==> config.mk <==
export PLATFORM = sky130hd
export DESIGN_NAME = frame_deframer_376_2
export DESIGN_NICKNAME = d
export VERILOG_FILES = /design/src/design/fdf_pkg.sv /design/src/design/fdf_queue.sv /design/src/design/fdf_front.sv /design/src/design/fdf_back.sv /design/src/design/frame_deframer_376_2.sv
export VERILOG_INCLUDE_DIRS = /design/src /design/src/design
export SDC_FILE = /design/constraint.sdc
export NUM_CORES = 1
export LEC_CHECK = 0
export BUFFER_PORTS_ARGS = -buffer_cell sky130_fd_sc_hd__buf_2
export CAP_MARGIN = 20
export CORE_UTILIZATION = 63
export CTS_BUF_LIST = sky130_fd_sc_hd__clkbuf_2
export DETAILED_ROUTE_END_ITERATION = 6
export PLACE_DENSITY = 0.89
export RECOVER_POWER = 50
export SLEW_MARGIN = 10
export SYNTH_ARGS = -nofsm -noshare
export SYNTH_HDL_FRONTEND = slang
export SYNTH_SLANG_ARGS = --single-unit
==> constraint.sdc <==
create_clock -name clock -period 15.95 [get_ports clock]
set_input_delay 1.595 -clock clock [delete_from_list [all_inputs] [get_ports clock]]
set_output_delay 1.595 -clock clock [all_outputs]
set_load 0.02 [all_outputs]
==> src/design/assert_macros.svh <==
// assertion macros used by the top-level design file
`ifndef ASSERT_MACROS_SVH
`define ASSERT_MACROS_SVH

// implication checked at every rising edge outside reset
`define ASSERT_IMPLIES(label, clk, rst, cond, prop) \
   label: assert property (@(posedge clk) disable iff (rst) (cond) |-> (prop)) \
      else $error("assertion failed");

// plain condition checked at every rising edge outside reset
`define ASSERT_ALWAYS(label, clk, rst, prop) \
   label: assert property (@(posedge clk) disable iff (rst) (prop)) \
      else $error("assertion failed");

`endif

==> src/design/fdf_pkg.sv <==
// types and constants of the frame deframer
package fdf_pkg;

   localparam logic [7:0]  START_BYTE  = 8'h68;
   localparam logic [7:0]  END_BYTE    = 8'h16;
   localparam logic [15:0] FIXED_PLAIN = 16'd15;
   localparam logic [15:0] FIXED_ADDR  = 16'd27;

   localparam logic [1:0] KIND_HEADER = 2'd0;
   localparam logic [1:0] KIND_DATA   = 2'd1;
   localparam logic [1:0] KIND_END    = 2'd2;

   localparam logic [1:0] STAT_OK       = 2'd0;
   localparam logic [1:0] STAT_CHECKSUM = 2'd1;
   localparam logic [1:0] STAT_END_BYTE = 2'd2;
   localparam logic [1:0] STAT_SHORT    = 2'd3;

   typedef struct packed {
      logic [7:0]  ctrl;
      logic [39:0] info;
      logic [7:0]  seq_num;
      logic [47:0] source;
      logic [47:0] dest;
      logic [7:0]  afn;
      logic [15:0] fn_id;
   } hdr_type;

   typedef struct packed {
      logic [1:0] kind;
      logic [1:0] status;
      logic [7:0] data;
      hdr_type    hdr;
   } item_type;

endpackage

==> src/design/fdf_queue.sv <==
// two-entry queue of decoded items between the parser and the output stage
module fdf_queue (
   input  logic              clock,
   input  logic              reset,
   input  logic              push_valid,
   input  fdf_pkg::item_type push_item,
   output logic              full,
   input  logic              pop_ready,
   output logic              pop_valid,
   output fdf_pkg::item_type pop_item
);

   fdf_pkg::item_type entry_ff [2];
   logic       wr_ptr_ff;
   logic       wr_ptr_in;
   logic       rd_ptr_ff;
   logic       rd_ptr_in;
   logic [1:0] count_ff;
   logic [1:0] count_in;
   logic       do_push;
   logic       do_pop;

   assign full      = (count_ff == 2'd2);
   assign pop_valid = (count_ff != 2'd0);
   assign pop_item  = entry_ff[rd_ptr_ff];
   assign do_push   = push_valid && !full;
   assign do_pop    = pop_ready && pop_valid;

   always_comb begin
      wr_ptr_in = do_push ? !wr_ptr_ff : wr_ptr_ff;
      rd_ptr_in = do_pop ? !rd_ptr_ff : rd_ptr_ff;
      count_in  = count_ff;
      if (do_push && !do_pop) begin
         count_in = count_ff + 2'd1;
      end else if (do_pop && !do_push) begin
         count_in = count_ff - 2'd1;
      end
   end

   always_ff @(posedge clock) begin
      if (reset) begin
         wr_ptr_ff <= 1'b0;
         rd_ptr_ff <= 1'b0;
         count_ff  <= 2'd0;
      end else begin
         wr_ptr_ff <= wr_ptr_in;
         rd_ptr_ff <= rd_ptr_in;
         count_ff  <= count_in;
      end
   end

   always_ff @(posedge clock) begin
      if (do_push) begin
         entry_ff[wr_ptr_ff] <= push_item;
      end
   end

endmodule

==> src/design/fdf_front.sv <==
// byte parser: hunts for frames, tracks fields and checksum, classifies bytes into items
module fdf_front (
   input  logic              clock,
   input  logic              reset,
   input  logic              accept,
   input  logic [7:0]        rx_byte,
   output logic              push_valid,
   output fdf_pkg::item_type push_item
);

   localparam logic [3:0] PH_HUNT   = 4'd0;
   localparam logic [3:0] PH_LEN_LO = 4'd1;
   localparam logic [3:0] PH_LEN_HI = 4'd2;
   localparam logic [3:0] PH_CTRL   = 4'd3;
   localparam logic [3:0] PH_INFO   = 4'd4;
   localparam logic [3:0] PH_SEQ    = 4'd5;
   localparam logic [3:0] PH_SRC    = 4'd6;
   localparam logic [3:0] PH_DST    = 4'd7;
   localparam logic [3:0] PH_AFN    = 4'd8;
   localparam logic [3:0] PH_FN_LO  = 4'd9;
   localparam logic [3:0] PH_FN_HI  = 4'd10;
   localparam logic [3:0] PH_DATA   = 4'd11;
   localparam logic [3:0] PH_CS     = 4'd12;
   localparam logic [3:0] PH_END    = 4'd13;

   logic [3:0]       phase_ff;
   logic [3:0]       phase_in;
   logic [15:0]      count_ff;
   logic [15:0]      count_in;
   logic [15:0]      length_ff;
   logic [15:0]      length_in;
   logic [7:0]       sum_ff;
   logic [7:0]       sum_in;
   fdf_pkg::hdr_type hdr_ff;
   fdf_pkg::hdr_type hdr_in;
   logic [15:0]      idx;
   logic             near_end;
   logic [2:0]       info_lane;
   logic [2:0]       src_lane;
   logic [2:0]       dst_lane;
   logic [15:0]      full_length;

   assign idx         = count_ff + 16'd1;
   assign near_end    = ({1'b0, idx} + 17'd3) >= {1'b0, length_ff};
   assign info_lane   = idx[2:0] - 3'd4;
   assign src_lane    = idx[2:0] - 3'd2;
   assign dst_lane    = idx[2:0];
   assign full_length = {rx_byte, length_ff[7:0]};

   always_comb begin
      phase_in   = phase_ff;
      count_in   = count_ff;
      length_in  = length_ff;
      sum_in     = sum_ff;
      hdr_in     = hdr_ff;
      push_valid = 1'b0;
      push_item.kind   = fdf_pkg::KIND_END;
      push_item.status = fdf_pkg::STAT_OK;
      push_item.data   = rx_byte;
      push_item.hdr    = hdr_ff;
      if (accept) begin
         if (phase_ff == PH_HUNT) begin
            if (rx_byte == fdf_pkg::START_BYTE) begin
               hdr_in    = '0;
               sum_in    = 8'd0;
               count_in  = 16'd0;
               length_in = 16'd0;
               phase_in  = PH_LEN_LO;
            end
         end else begin
            count_in = idx;
            if (phase_ff >= PH_CTRL && phase_ff <= PH_DATA) begin
               sum_in = sum_ff + rx_byte;
            end
            unique case (phase_ff)
               PH_LEN_LO: begin
                  length_in = {8'd0, rx_byte};
                  phase_in  = PH_LEN_HI;
               end
               PH_LEN_HI: begin
                  length_in = full_length;
                  if (full_length < fdf_pkg::FIXED_PLAIN) begin
                     push_valid       = 1'b1;
                     push_item.status = fdf_pkg::STAT_SHORT;
                     phase_in         = PH_HUNT;
                  end else begin
                     phase_in = PH_CTRL;
                  end
               end
               PH_CTRL: begin
                  hdr_in.ctrl = rx_byte;
                  phase_in    = PH_INFO;
               end
               PH_INFO: begin
                  for (int i = 0; i < 5; i++) begin
                     if (info_lane == 3'(i)) begin
                        hdr_in.info[8*i +: 8] = rx_byte;
                     end
                  end
                  if (idx == 16'd4 && rx_byte[2] && length_ff < fdf_pkg::FIXED_ADDR) begin
                     push_valid       = 1'b1;
                     push_item.status = fdf_pkg::STAT_SHORT;
                     phase_in         = PH_HUNT;
                  end else if (idx >= 16'd8) begin
                     phase_in = PH_SEQ;
                  end
               end
               PH_SEQ: begin
                  hdr_in.seq_num = rx_byte;
                  phase_in       = hdr_ff.info[2] ? PH_SRC : PH_AFN;
               end
               PH_SRC: begin
                  for (int i = 0; i < 6; i++) begin
                     if (src_lane == 3'(i)) begin
                        hdr_in.source[8*i +: 8] = rx_byte;
                     end
                  end
                  if (idx >= 16'd15) begin
                     phase_in = PH_DST;
                  end
               end
               PH_DST: begin
                  for (int i = 0; i < 6; i++) begin
                     if (dst_lane == 3'(i)) begin
                        hdr_in.dest[8*i +: 8] = rx_byte;
                     end
                  end
                  if (idx >= 16'd21) begin
                     phase_in = PH_AFN;
                  end
               end
               PH_AFN: begin
                  hdr_in.afn = rx_byte;
                  phase_in   = PH_FN_LO;
               end
               PH_FN_LO: begin
                  hdr_in.fn_id = {8'd0, rx_byte};
                  phase_in     = PH_FN_HI;
               end
               PH_FN_HI: begin
                  hdr_in.fn_id   = {rx_byte, hdr_ff.fn_id[7:0]};
                  push_valid     = 1'b1;
                  push_item.kind = fdf_pkg::KIND_HEADER;
                  push_item.hdr  = hdr_in;
                  phase_in       = near_end ? PH_CS : PH_DATA;
               end
               PH_DATA: begin
                  push_valid     = 1'b1;
                  push_item.kind = fdf_pkg::KIND_DATA;
                  if (near_end) begin
                     phase_in = PH_CS;
                  end
               end
               PH_CS: begin
                  sum_in   = sum_ff - rx_byte;
                  phase_in = PH_END;
               end
               PH_END: begin
                  push_valid = 1'b1;
                  if (rx_byte != fdf_pkg::END_BYTE) begin
                     push_item.status = fdf_pkg::STAT_END_BYTE;
                  end else if (sum_ff != 8'd0) begin
                     push_item.status = fdf_pkg::STAT_CHECKSUM;
                  end else begin
                     push_item.status = fdf_pkg::STAT_OK;
                  end
                  phase_in = PH_HUNT;
               end
               default: begin
                  phase_in = PH_HUNT;
               end
            endcase
         end
      end
   end

   always_ff @(posedge clock) begin
      if (reset) begin
         phase_ff  <= PH_HUNT;
         count_ff  <= 16'd0;
         length_ff <= 16'd0;
         sum_ff    <= 8'd0;
         hdr_ff    <= '0;
      end else begin
         phase_ff  <= phase_in;
         count_ff  <= count_in;
         length_ff <= length_in;
         sum_ff    <= sum_in;
         hdr_ff    <= hdr_in;
      end
   end

endmodule

==> src/design/fdf_back.sv <==
// output stage: takes items from the queue and presents result transactions
module fdf_back (
   input  logic              clock,
   input  logic              reset,
   input  logic              pop_valid,
   input  fdf_pkg::item_type pop_item,
   output logic              pop_ready,
   output logic              rsp_valid,
   input  logic              rsp_stall,
   output logic [1:0]        rsp_item_kind,
   output logic [7:0]        rsp_control_byte,
   output logic [39:0]       rsp_info_field,
   output logic [7:0]        rsp_sequence_res,
   output logic [47:0]       rsp_source_addr,
   output logic [47:0]       rsp_dest_addr,
   output logic [7:0]        rsp_app_function,
   output logic [15:0]       rsp_unit_id,
   output logic [7:0]        rsp_payload_byte,
   output logic [1:0]        rsp_frame_status,
   output logic              rsp_last
);

   logic              valid_ff;
   logic              valid_in;
   fdf_pkg::item_type item_ff;
   fdf_pkg::item_type item_in;
   logic              is_header;
   logic              is_data;
   logic              is_end;

   assign pop_ready = !valid_ff || !rsp_stall;

   always_comb begin
      valid_in = pop_ready ? pop_valid : valid_ff;
      item_in  = item_ff;
      if (pop_ready && pop_valid) begin
         item_in = pop_item;
         if (pop_item.kind != fdf_pkg::KIND_HEADER) begin
            item_in.hdr = '0;
         end
         if (pop_item.kind != fdf_pkg::KIND_DATA) begin
            item_in.data = 8'd0;
         end
         if (pop_item.kind != fdf_pkg::KIND_END) begin
            item_in.status = fdf_pkg::STAT_OK;
         end
      end
   end

   always_ff @(posedge clock) begin
      if (reset) begin
         valid_ff <= 1'b0;
      end else begin
         valid_ff <= valid_in;
      end
   end

   always_ff @(posedge clock) begin
      item_ff <= item_in;
   end

   assign is_header = (item_ff.kind == fdf_pkg::KIND_HEADER);
   assign is_data   = (item_ff.kind == fdf_pkg::KIND_DATA);
   assign is_end    = (item_ff.kind == fdf_pkg::KIND_END);

   assign rsp_valid        = valid_ff;
   assign rsp_item_kind    = item_ff.kind;
   assign rsp_control_byte = item_ff.hdr.ctrl;
   assign rsp_info_field   = item_ff.hdr.info;
   assign rsp_sequence_res = item_ff.hdr.seq_num;
   assign rsp_source_addr  = item_ff.hdr.source;
   assign rsp_dest_addr    = item_ff.hdr.dest;
   assign rsp_app_function = item_ff.hdr.afn;
   assign rsp_unit_id      = item_ff.hdr.fn_id;
   assign rsp_payload_byte = is_data ? item_ff.data : 8'd0;
   assign rsp_frame_status = is_header ? fdf_pkg::STAT_OK : item_ff.status;
   assign rsp_last         = is_end;

endmodule

==> src/design/frame_deframer_376_2.sv <==
// top level of the 376.2 frame deframer
// Takes one received byte per transaction and decodes 376.2 frames: it hunts for
// the start byte, collects the header, emits a header transaction on the FN high
// byte, one transaction per data byte and an end status transaction on the end
// byte (checksum error or bad end byte), or earlier when the length is too short
// for the fixed part. A byte is accepted every cycle unless the queue is full; a
// two-entry queue plus the output register keep the input flowing while the
// result side stalls. The input stalls only when the queue is full.
`include "assert_macros.svh"

module frame_deframer_376_2 (
   input  logic        clock,
   input  logic        reset,
   input  logic        req_valid,
   output logic        req_stall,
   input  logic [7:0]  req_rx_byte,
   output logic        rsp_valid,
   input  logic        rsp_stall,
   output logic [1:0]  rsp_item_kind,
   output logic [7:0]  rsp_control_byte,
   output logic [39:0] rsp_info_field,
   output logic [7:0]  rsp_sequence_res,
   output logic [47:0] rsp_source_addr,
   output logic [47:0] rsp_dest_addr,
   output logic [7:0]  rsp_app_function,
   output logic [15:0] rsp_unit_id,
   output logic [7:0]  rsp_payload_byte,
   output logic [1:0]  rsp_frame_status,
   output logic        rsp_last
);

   logic              accept;
   logic              push_valid;
   fdf_pkg::item_type push_item;
   logic              q_full;
   logic              pop_ready;
   logic              pop_valid;
   fdf_pkg::item_type pop_item;

   assign req_stall = q_full;
   assign accept    = req_valid && !q_full;

   fdf_front u_front (
      .clock      (clock),
      .reset      (reset),
      .accept     (accept),
      .rx_byte    (req_rx_byte),
      .push_valid (push_valid),
      .push_item  (push_item)
   );

   fdf_queue u_queue (
      .clock      (clock),
      .reset      (reset),
      .push_valid (push_valid),
      .push_item  (push_item),
      .full       (q_full),
      .pop_ready  (pop_ready),
      .pop_valid  (pop_valid),
      .pop_item   (pop_item)
   );

   fdf_back u_back (
      .clock            (clock),
      .reset            (reset),
      .pop_valid        (pop_valid),
      .pop_item         (pop_item),
      .pop_ready        (pop_ready),
      .rsp_valid        (rsp_valid),
      .rsp_stall        (rsp_stall),
      .rsp_item_kind    (rsp_item_kind),
      .rsp_control_byte (rsp_control_byte),
      .rsp_info_field   (rsp_info_field),
      .rsp_sequence_res (rsp_sequence_res),
      .rsp_source_addr  (rsp_source_addr),
      .rsp_dest_addr    (rsp_dest_addr),
      .rsp_app_function (rsp_app_function),
      .rsp_unit_id      (rsp_unit_id),
      .rsp_payload_byte (rsp_payload_byte),
      .rsp_frame_status (rsp_frame_status),
      .rsp_last         (rsp_last)
   );

   // no item is produced unless a byte was taken, so a full queue never sees a push
   `ASSERT_IMPLIES(a_no_push_when_full, clock, reset, q_full, !push_valid)

   `ASSERT_IMPLIES(a_last_on_end, clock, reset, rsp_valid,
      rsp_last == (rsp_item_kind == fdf_pkg::KIND_END))

   `ASSERT_IMPLIES(a_hdr_zero_off_header, clock, reset,
      rsp_valid && rsp_item_kind != fdf_pkg::KIND_HEADER,
      rsp_control_byte == 8'd0 && rsp_unit_id == 16'd0 && rsp_info_field == 40'd0)

endmodule
# Word level (Yosys, flattened, before mapping)
# Memory sizes are Yosys's and may differ from the RTL's. A register that Yosys moved wholly into a read port is not among the register bits.
# Cells that the tools add are included.
[totals]
mem_bits_rw = 376
output_inout_bits = 191
input_bits = 12
wordCells = 250
memories = 1
ff_bits = 413
[memory_table]
columns = ["memory", "words", "width", "rd", "rd_clocked_by_memory_dff", "wr", "line_no", "source"]
rows = [
  ["u_queue.entry_ff", 2, 188, 1, 1, 1, "fdf_queue.sv:13", "fdf_pkg::item_type entry_ff [2];"],
]
[op_classes]
muxes = 69
addsub = 8
n_eq_ne = 42
n_reduce_logical = 81
n_lt_le_gt_ge = 8
[ops]
columns = ["operator", "n"]
rows = [
  ["176-bit 2-to-1 mux", 2],
  ["8-bit 2-to-1 mux", 25],
  ["16-bit 2-to-1 mux", 6],
  ["48-bit 2-to-1 mux", 2],
  ["4-bit AND reduction", 19],
  ["16-bit one-hot mux with 2 select lines", 2],
  ["2-bit nonzero test", 28],
  ["4-bit one-hot mux with 12 select lines", 1],
  ["4-bit 2-to-1 mux", 10],
  ["40-bit 2-to-1 mux", 1],
  ["16-bit by 4-bit >= comparator with 1-bit output, second input constant", 2],
  ["4-bit == test, second input constant", 6],
  ["3-bit by 2-bit == test with 1-bit output, second input constant", 6],
  ["3-bit AND reduction", 6],
  ["16-bit by 2-bit adder with 17-bit output, second input constant", 1],
  ["17-bit by 16-bit >= comparator with 1-bit output", 1],
  ["16-bit by 1-bit adder with 16-bit output, second input constant", 1],
  ["16-bit by 3-bit == test with 1-bit output, second input constant", 1],
  ["4-bit by 3-bit == test with 1-bit output, second input constant", 4],
  ["16-bit by 5-bit >= comparator with 1-bit output, second input constant", 1],
  ["16-bit by 4-bit less-than comparator with 1-bit output, second input constant", 1],
  ["16-bit by 5-bit less-than comparator with 1-bit output, second input constant", 1],
  ["3-bit == test, second input constant", 5],
  ["2-bit 2-to-1 mux", 7],
  ["other kinds (35)", 69],
]

# Depth between registers and ports, before layout
# Gate-level depths: netlist of the first run.
[logic_depth]
word_depth = 13
ltp_mapped = 20
depth_no_buf = 19

# Cells and area by module
# From an unflattened synthesis of the first run, not the netlist that was laid out.
[hier_totals]
cells_unflattened = 2548
area_unflattened_um2 = 34455.5
[modules_own_cells]
columns = ["module", "cells_each", "area_each_um2", "seq_area_each_um2", "instances"]
rows = [
  ["fdf_queue", 610, 14199.9, 11390.9, 1],
  ["fdf_front", 1347, 11736.3, 4404.2, 1],
  ["fdf_back", 590, 8505.7, 5665.4, 1],
  ["frame_deframer_376_2", 1, 13.8, 0.0, 1],
]

# Worst setup path before layout of the first run
# No wires, ideal clock.
[synth_path]
path_type = "input -> register"
start = "in req_rx_byte[0]"
end = "mem u_queue.entry_ff[0][0] (netlist bit), enable pin"
setup_ps = 761
required_time_ps = 15189
path_slack_ps = 3945
arrival_ps = 11244
path_buffers = 0
stages = 9
path_cell_list = "inv_1 > ha_1 > nor3b_1 > o311a_1 > nand3_1 > nor3_1 > a211oi_1 > a21oi_1 > nor2b_1"
[synth_between]
elab_chain_cells = 8
[synth_lines]
columns = ["item", "line_no", "source"]
rows = [
  ["start: declaration", "frame_deframer_376_2.sv:16", "input logic [7:0] req_rx_byte,"],
  ["16-bit by 4-bit less-than comparator with 1-bit output", "fdf_front.sv:82", "if (full_length < fdf_pkg::FIXED_PLAIN) begin"],
  ["1-bit 2-to-1 mux", "fdf_front.sv:82", ""],
  ["1-bit one-hot mux with 3 select lines", "fdf_front.sv:75", "unique case (phase_ff)"],
  ["1-bit 2-to-1 mux", "fdf_front.sv:62", "if (phase_ff == PH_HUNT) begin"],
  ["1-bit 2-to-1 mux", "fdf_front.sv:61", "if (accept) begin"],
  ["1-bit logical AND", "fdf_queue.sv:26", "assign do_push = push_valid && !full;"],
  ["net u_queue.do_push", "fdf_queue.sv:20", "logic do_push;"],
  ["1-bit 2-to-1 mux", "fdf_queue.sv:53", "if (do_push) begin"],
  ["1-bit 2-to-1 mux (not written as such)", "fdf_queue.sv:54", "entry_ff[wr_ptr_ff] <= push_item;"],
  ["end: declaration", "fdf_queue.sv:13", ""],
]
# The timed path passes the listed nets, and every way through them passes these cells.

==> results of run 1 <==
-- how the worst max path moves through the flow --
| stage | to | slack [ps] | start | depth (start not counted) |
|---|---|---|---|---|
| finish | u_back.rsp_info_field[39] | 5620 | flop | 5 |
| global route | u_back.rsp_info_field[39] | 4990 | flop | 5 |
| global placement | u_queue.entry_ff[1][73] | 9630 | req_rx_byte[0] | 12 |
| floorplan | u_queue.entry_ff[0][0] | 3950 | req_rx_byte[0] | 9 |
| CTS | u_queue.entry_ff[1][8] | 9610 | u_front.count_ff[1] | 11 |
| detailed placement | u_queue.entry_ff[1][73] | 9470 | req_rx_byte[0] | 12 |
-- through the flow --
| step | hold WS, ps | setup slack (ps) | utilization [%] | instances |
|---|---|---|---|---|
| 6_report | 399.9 | 5621 | 67.35 | 3332 |
| 3_3_place_gp | 429.8 | 9626 | 64.15 | 2992 |
| 4_1_cts | 367.0 | 9611 | 67.47 | 3326 |
| 5_1_grt | 434.9 | 4988 | 67.35 | 3332 |
| 3_5_place_dp | 436.7 | 9469 | 64.15 | 2992 |
| 2_1_floorplan | 424.9 | 3945 | - | 2409 |
-- where the power goes --
group / switching [uW] / total, uW / internal [uW]
clock network: 758 / 1260 / 497
registers: 88.3 / 2610 / 2520
logic: 737 / 1050 / 310
-- area by class of cell --
| cell class | instances | area [um^2] |
|---|---|---|
| flip-flops and latches | 790 | 21460 |
| fillers | 3477 | 16350 |
| multi-input cells | 1269 | 8447 |
| clock buffers | 293 | 1466 |
| repair buffers | 223 | 1144 |
| well taps | 672 | 840.8 |
| clock inverters | 41 | 195.2 |
| inverters | 41 | 157.7 |
| diodes | 3 | 7.507 |
-- cells in the final DEF, fill, tap and decap left out, types with 4 or more instances in the layout --
master,instances
and4_1,4
dfxtp_1,226
nor2b_1,9
nor4_1,6
nand2_1,67
clkbuf_2,293
nand3_1,28
and2_1,12
nor3_1,22
a21oi_1,61
mux2i_1,365
o31ai_1,5
or3_1,8
and3_1,9
o21a_1,5
buf_2,179
and2_0,5
buf_4,7
or2_2,5
a22oi_1,11
a221oi_1,4
nand4_1,10
inv_1,38
clkbuf_1,34
inv_2,5
o21ai_0,26
a211oi_1,4
edfxtp_1,564
nand2b_1,9
xnor2_1,27
a21o_1,12
nor2_1,441
xor2_1,13
clkinv_1,31
ha_1,36
a31oi_1,7
-- state kept, by name (all words and copies together), names as in the netlist, named ones only --
signal	flops
u_front.count_ff	16
u_queue.rd_ptr_ff	1
u_back.rsp_unit_id	16
u_back.rsp_valid	1
u_back.rsp_app_function	8
u_back.rsp_sequence_res	8
u_back.item_ff	10
u_front.phase_ff	4
u_queue.wr_ptr_ff	1
u_front.length_ff	16
u_queue.entry_ff	376
u_back.rsp_dest_addr	48
u_front.hdr_ff	176
u_back.rsp_info_field	40
u_back.rsp_item_kind	2
u_front.sum_ff	8
u_back.rsp_source_addr	48
u_queue.count_ff	2
u_back.rsp_control_byte	8
-- per-layer routing --
| metal | up-vias | part of all wire [%] | global-route usage, % |
|---|---|---|---|
| met1 | 9085 | 40 | 33.18 |
| met4 | 0 | 3.1 | 10.57 |
| met5 | - | 0 | 0 |
| met3 | 152 | 6.2 | 6.040 |
| li1 | 8672 | - | - |
| met2 | 757 | 50 | 43.03 |
-- kinds of logic (layout without fill, tap and decap cells) --
| group | count (synthesis) | after routing | share of synthesized area [%] |
|---|---|---|---|
| DFF | 790 | 790 | 67.24 |
| other | 0 | 3 | 0 |
| buffers and inverters | 350 | 598 | 6.316 |
| xor gates and xnor gates | 40 | 40 | 1.098 |
| AOI/OAI and AO/OA | 164 | 164 | 3.348 |
| and+or+nand+nor | 661 | 661 | 9.001 |
| adders and majority gates | 37 | 37 | 1.474 |
| muxes | 367 | 367 | 11.52 |
==> impl_metrics.env, run 1 <==
export IMPL_dp_hpwl_mm=39.97
export IMPL_failed_checks="max-capacitance violations, max-slew violations"
export IMPL_die_area_um2=51560
export IMPL_cts_sinks=790
export IMPL_p_per_area_nw_per_um2=145.7
export IMPL_synth_cell_types=73
export IMPL_grt_pass1_vias=18531
export IMPL_coreArea_um2=50070
export IMPL_routed_wirelength_mm=66.53
export IMPL_clk_pin_slew_ps=120
export IMPL_gp_congestion=0.8703
export IMPL_initial_core_util_pct=63.74
export IMPL_syn_area_um2=31910
export IMPL_synth_main_ff_cell="edfxtp_1"
export IMPL_cts_root_buf="clkbuf_2"
export IMPL_synth_cells=2409
export IMPL_maxCapViolations=15
export IMPL_crit_fanout=84
export IMPL_cts_tree="built"
export IMPL_fin_area_um2=33720
export IMPL_ys_ff_latch=790
export IMPL_die_h_um=227.1
export IMPL_hold_viol=0
export IMPL_synth_warnings=0
export IMPL_io_pins=203
export IMPL_grt_antenna_before_repair=2
export IMPL_numCtsBuffers=178
export IMPL_path_cells="mux2i_1 > nand2_1 > clkbuf_1 > clkbuf_1 > nor2_1"
export IMPL_placementRows=82
export IMPL_area_growth_pct=5.653
export IMPL_hold_path_end="u_queue.entry_ff[0][24]"
export IMPL_yosysMostFrequentCell="edfxtp_1"
export IMPL_p_leak_uw=0.01308
export IMPL_clockBufferDepth=3
export IMPL_setup_tns_ps=0
export IMPL_ir_drop_mv=0.1000
export IMPL_cpMostUsedCell="clkbuf_1"
export IMPL_yosys_top_cells_count="564 x edfxtp_1, 443 x nor2_1, 365 x mux2i_1"
export IMPL_yosysTopAreaCell="edfxtp_1"
export IMPL_worstReg2RegEnd="u_back.rsp_info_field[39]"
export IMPL_dr_pass1_iters=6
export IMPL_postPlaceCellArea_um2=32120
export IMPL_period_minus_slack_ps=10330
export IMPL_critPathBufInv=2
export IMPL_hp_class="reg -> reg"
export IMPL_cpPeakStageDelay_ps=2810
export IMPL_clock_latency_ps=1380
export IMPL_post_cts_buffers=0
export IMPL_slew_violations=776
export IMPL_ctsResizeCount=0
export IMPL_async_flop_share_pct=0
export IMPL_grt_pass1_wl_mm=100.8
export IMPL_worstHoldStart="u_front.hdr_ff[24]"
export IMPL_synth_edf_count=564
export IMPL_period_share_pct=64.76
export IMPL_drive_above_1_share_pct=19.57
export IMPL_synth_nets=2458
export IMPL_status="complete, but fails checks"
export IMPL_finalSetupViolations=0
export IMPL_globalRouteTotalUtil_pct=25.99
export IMPL_wl_per_cell_um=19.97
export IMPL_avgViaCountPerCell=5.602
export IMPL_drc=0
export IMPL_relSlewSlack_pct=-246.2
export IMPL_ff2ff_setup_slack_ps=5620
export IMPL_crit_arrival_ps=11150
export IMPL_r2r_cells=5
export IMPL_synth_top_cell_area_share_pct=53.07
export IMPL_worstMarginPinSlew_ps=5165
export IMPL_fin_nets=2552
export IMPL_crit_family="buffers and inverters"
export IMPL_fmax_ghz=0.09682
export IMPL_rsz0062_at_grt="false"
export IMPL_vias=18666
export IMPL_ys_seq_area_share_pct=67.24
export IMPL_drt_initial_drc_count=1813
export IMPL_worstHoldPathCells=0
export IMPL_die_width_um=227.1
export IMPL_grt_overflow_total=0
export IMPL_crit_slowest_cell="dfxtp_1"
export IMPL_portBuffers=202
export IMPL_startpoint_type="flop"
export IMPL_design_power_total_uw=4914
export IMPL_required_ps=16770
export IMPL_ant_nets=0
export IMPL_grt_max_degree=168
export IMPL_synth_area_top_cells="edfxtp_1 53%, dfxtp_1 14%, mux2i_1 11%, nor2_1 5.2%, buf_4 4.2%"
export IMPL_cts_max_level=4
export IMPL_cp_end_kind="flop"
export IMPL_syn_avg_cell_area_um2=13.25
export IMPL_ctsHoldBuffers=0
export IMPL_crit_type="reg -> reg"
export IMPL_skew_ps=110.3
No activity file was read; power rests on OpenSTA's default activity.
==> run 2, diff against run 1 <==
==> constraint.sdc (replaced) <==
create_clock -name clock -period 9.9 [get_ports clock]
set_input_delay 0.99 -clock clock [delete_from_list [all_inputs] [get_ports clock]]
set_output_delay 0.99 -clock clock [all_outputs]
set_load 0.02 [all_outputs]
==> impl_metrics.env, run 2 (synthesized netlist as in run 1, its figures left out) <==
export IMPL_failed_checks="max-capacitance violations, max-slew violations"
export IMPL_slew_violations=423
export IMPL_cts_tree="built"
export IMPL_clock_latency_ps=1390
export IMPL_grt_pass1_vias=18814
export IMPL_worstReg2RegEnd="u_back.rsp_info_field[23]"
export IMPL_reg_top3="u_queue.entry_ff x376, u_front.hdr_ff x176"
export IMPL_maxCapViolations=8
export IMPL_finalSetupViolations=0
export IMPL_die_width_um=227.1
export IMPL_top_register="u_queue.entry_ff"
export IMPL_whs_ps=310.0
export IMPL_post_cts_buffers=0
export IMPL_startpoint_type="input port"
export IMPL_gp_congestion=0.8829
export IMPL_ant_nets=0
export IMPL_numCtsBuffers=182
export IMPL_hold_viol=0
export IMPL_wl_per_cell_um=20.23
export IMPL_final_util_pct=67.54
export IMPL_fin_nets=2565
export IMPL_required_ps=10920
export IMPL_ff2ff_setup_slack_ps=3610
export IMPL_initial_core_util_pct=63.74
export IMPL_grt_antenna_before_repair=1
export IMPL_crit_fanout=89
export IMPL_die_area_um2=51560
export IMPL_clockBufferDepth=3
export IMPL_layout_commonest_cell="edfxtp_1"
export IMPL_drive_above_1_share_pct=17.14
export IMPL_dp_hpwl_mm=41.03
export IMPL_clk_pin_slew_ps=100
export IMPL_grt_pass1_wl_mm=102.2
export IMPL_routed_wirelength_mm=67.67
export IMPL_layout_common_cells="564 x edfxtp_1, 441 x nor2_1, 365 x mux2i_1, 287 x clkbuf_2, 226 x dfxtp_1"
export IMPL_worstHoldPathCells=4
export IMPL_ir_drop_mv=0.1370
export IMPL_avgViaCountPerCell=5.601
export IMPL_status="complete, but fails checks"
export IMPL_cp_end_kind="flop"
export IMPL_grt_max_degree=135
export IMPL_relSlewSlack_pct=-182.6
export IMPL_io_pins=203
export IMPL_die_h_um=227.1
export IMPL_worstMarginPinSlew_ps=4239
export IMPL_hp_class="in -> reg"
export IMPL_cts_root_buf="clkbuf_2"
export IMPL_r2r_cells=5
export IMPL_cts_max_level=4
export IMPL_area_growth_pct=5.963
export IMPL_period_minus_slack_ps=6934
export IMPL_grt_overflow_total=0
export IMPL_placementRows=82
export IMPL_crit_end="u_front.phase_ff[3]"
export IMPL_rsz0062_at_grt="false"
export IMPL_drc=0
export IMPL_coreArea_um2=50070
export IMPL_vias=18736
export IMPL_drt_initial_drc_count=1550
export IMPL_p_leak_uw=0.01294
export IMPL_crit_type="in -> reg"
export IMPL_p_per_area_nw_per_um2=232.8
export IMPL_setup_tns_ps=0
export IMPL_globalRouteTotalUtil_pct=26.48
export IMPL_fmax_ghz=0.1442
export IMPL_startpoint="reset"
export IMPL_dr_pass1_iters=5
export IMPL_skew_ps=122.9
export IMPL_portBuffers=202
export IMPL_cts_sinks=790
export IMPL_period_share_pct=70.04
export IMPL_largest_reg_flops=376
export IMPL_crit_arrival_ps=7960
[run 2: metal layers]
metal	vias up	wire [um]	track usage, %
met5	-	0	0
li1	8703	-	-
met4	0	1792	10.69
met3	122	3890	6.285
met1	9193	27670	32.74
met2	718	34320	44.96
[run 2: power by group]
group | total [uW] | internal, uW | switching (uW)
clock network | 2050 | 803 | 1250
registers | 4160 | 4010 | 150
logic | 1660 | 467 | 1190
[run 2: per-stage QoR]
stage / cells / worst slack [ps] / total power (uW) / cell area [um^2]
floorplan: 2409 / 2135 / 5701 / 31920
global placement: 2991 / 4736 / 5869 / 32120
detailed placement: 2991 / 4553 / 5909 / 32120
CTS: 3342 / 4460 / 7944 / 33940
global route: 3345 / 2735 / 8227 / 33820
finish: 3345 / 2966 / 7873 / 33820
[run 2: worst max-delay path, cell delays in order]
cell,delay [ps]
dlygate4sd3_1,520
clkbuf_1,2830
clkbuf_1,3150
o32ai_1,390
[run 2: worst min-delay path by stage]
| stage | start | to | slack [ps] |
|---|---|---|---|
| finish | req_valid | u_queue.entry_ff[1][185] | 310 |
| global route | req_valid | u_queue.entry_ff[0][185] | 200 |
| floorplan | u_front.hdr_ff[0] | u_queue.entry_ff[0][0] | 420 |
| global placement | u_front.hdr_ff[163] | u_queue.entry_ff[1][163] | 430 |
| CTS | req_valid | u_queue.entry_ff[1][185] | 130 |
| detailed placement | u_front.hdr_ff[51] | u_queue.entry_ff[0][51] | 440 |
[run 2: final cells by class]
class / count / area [um^2]
Multi-Input combinational cell: 1269 / 8462
Tap cell: 672 / 840.8
Antenna cell: 1 / 2.502
Clock inverter: 53 / 270.3
Fill cell: 3475 / 16250
Timing Repair Buffer: 232 / 1181
Clock buffer: 287 / 1436
Inverter: 41 / 163.9
Sequential cell: 790 / 21460
[run 2: what timing repair did]
| item | CTS | global route |
|---|---|---|
| gates resized for setup | 0 | 0 |
| hold buffers | 11 | 0 |
| endpoints found under the hold margin | 67 | 0 |
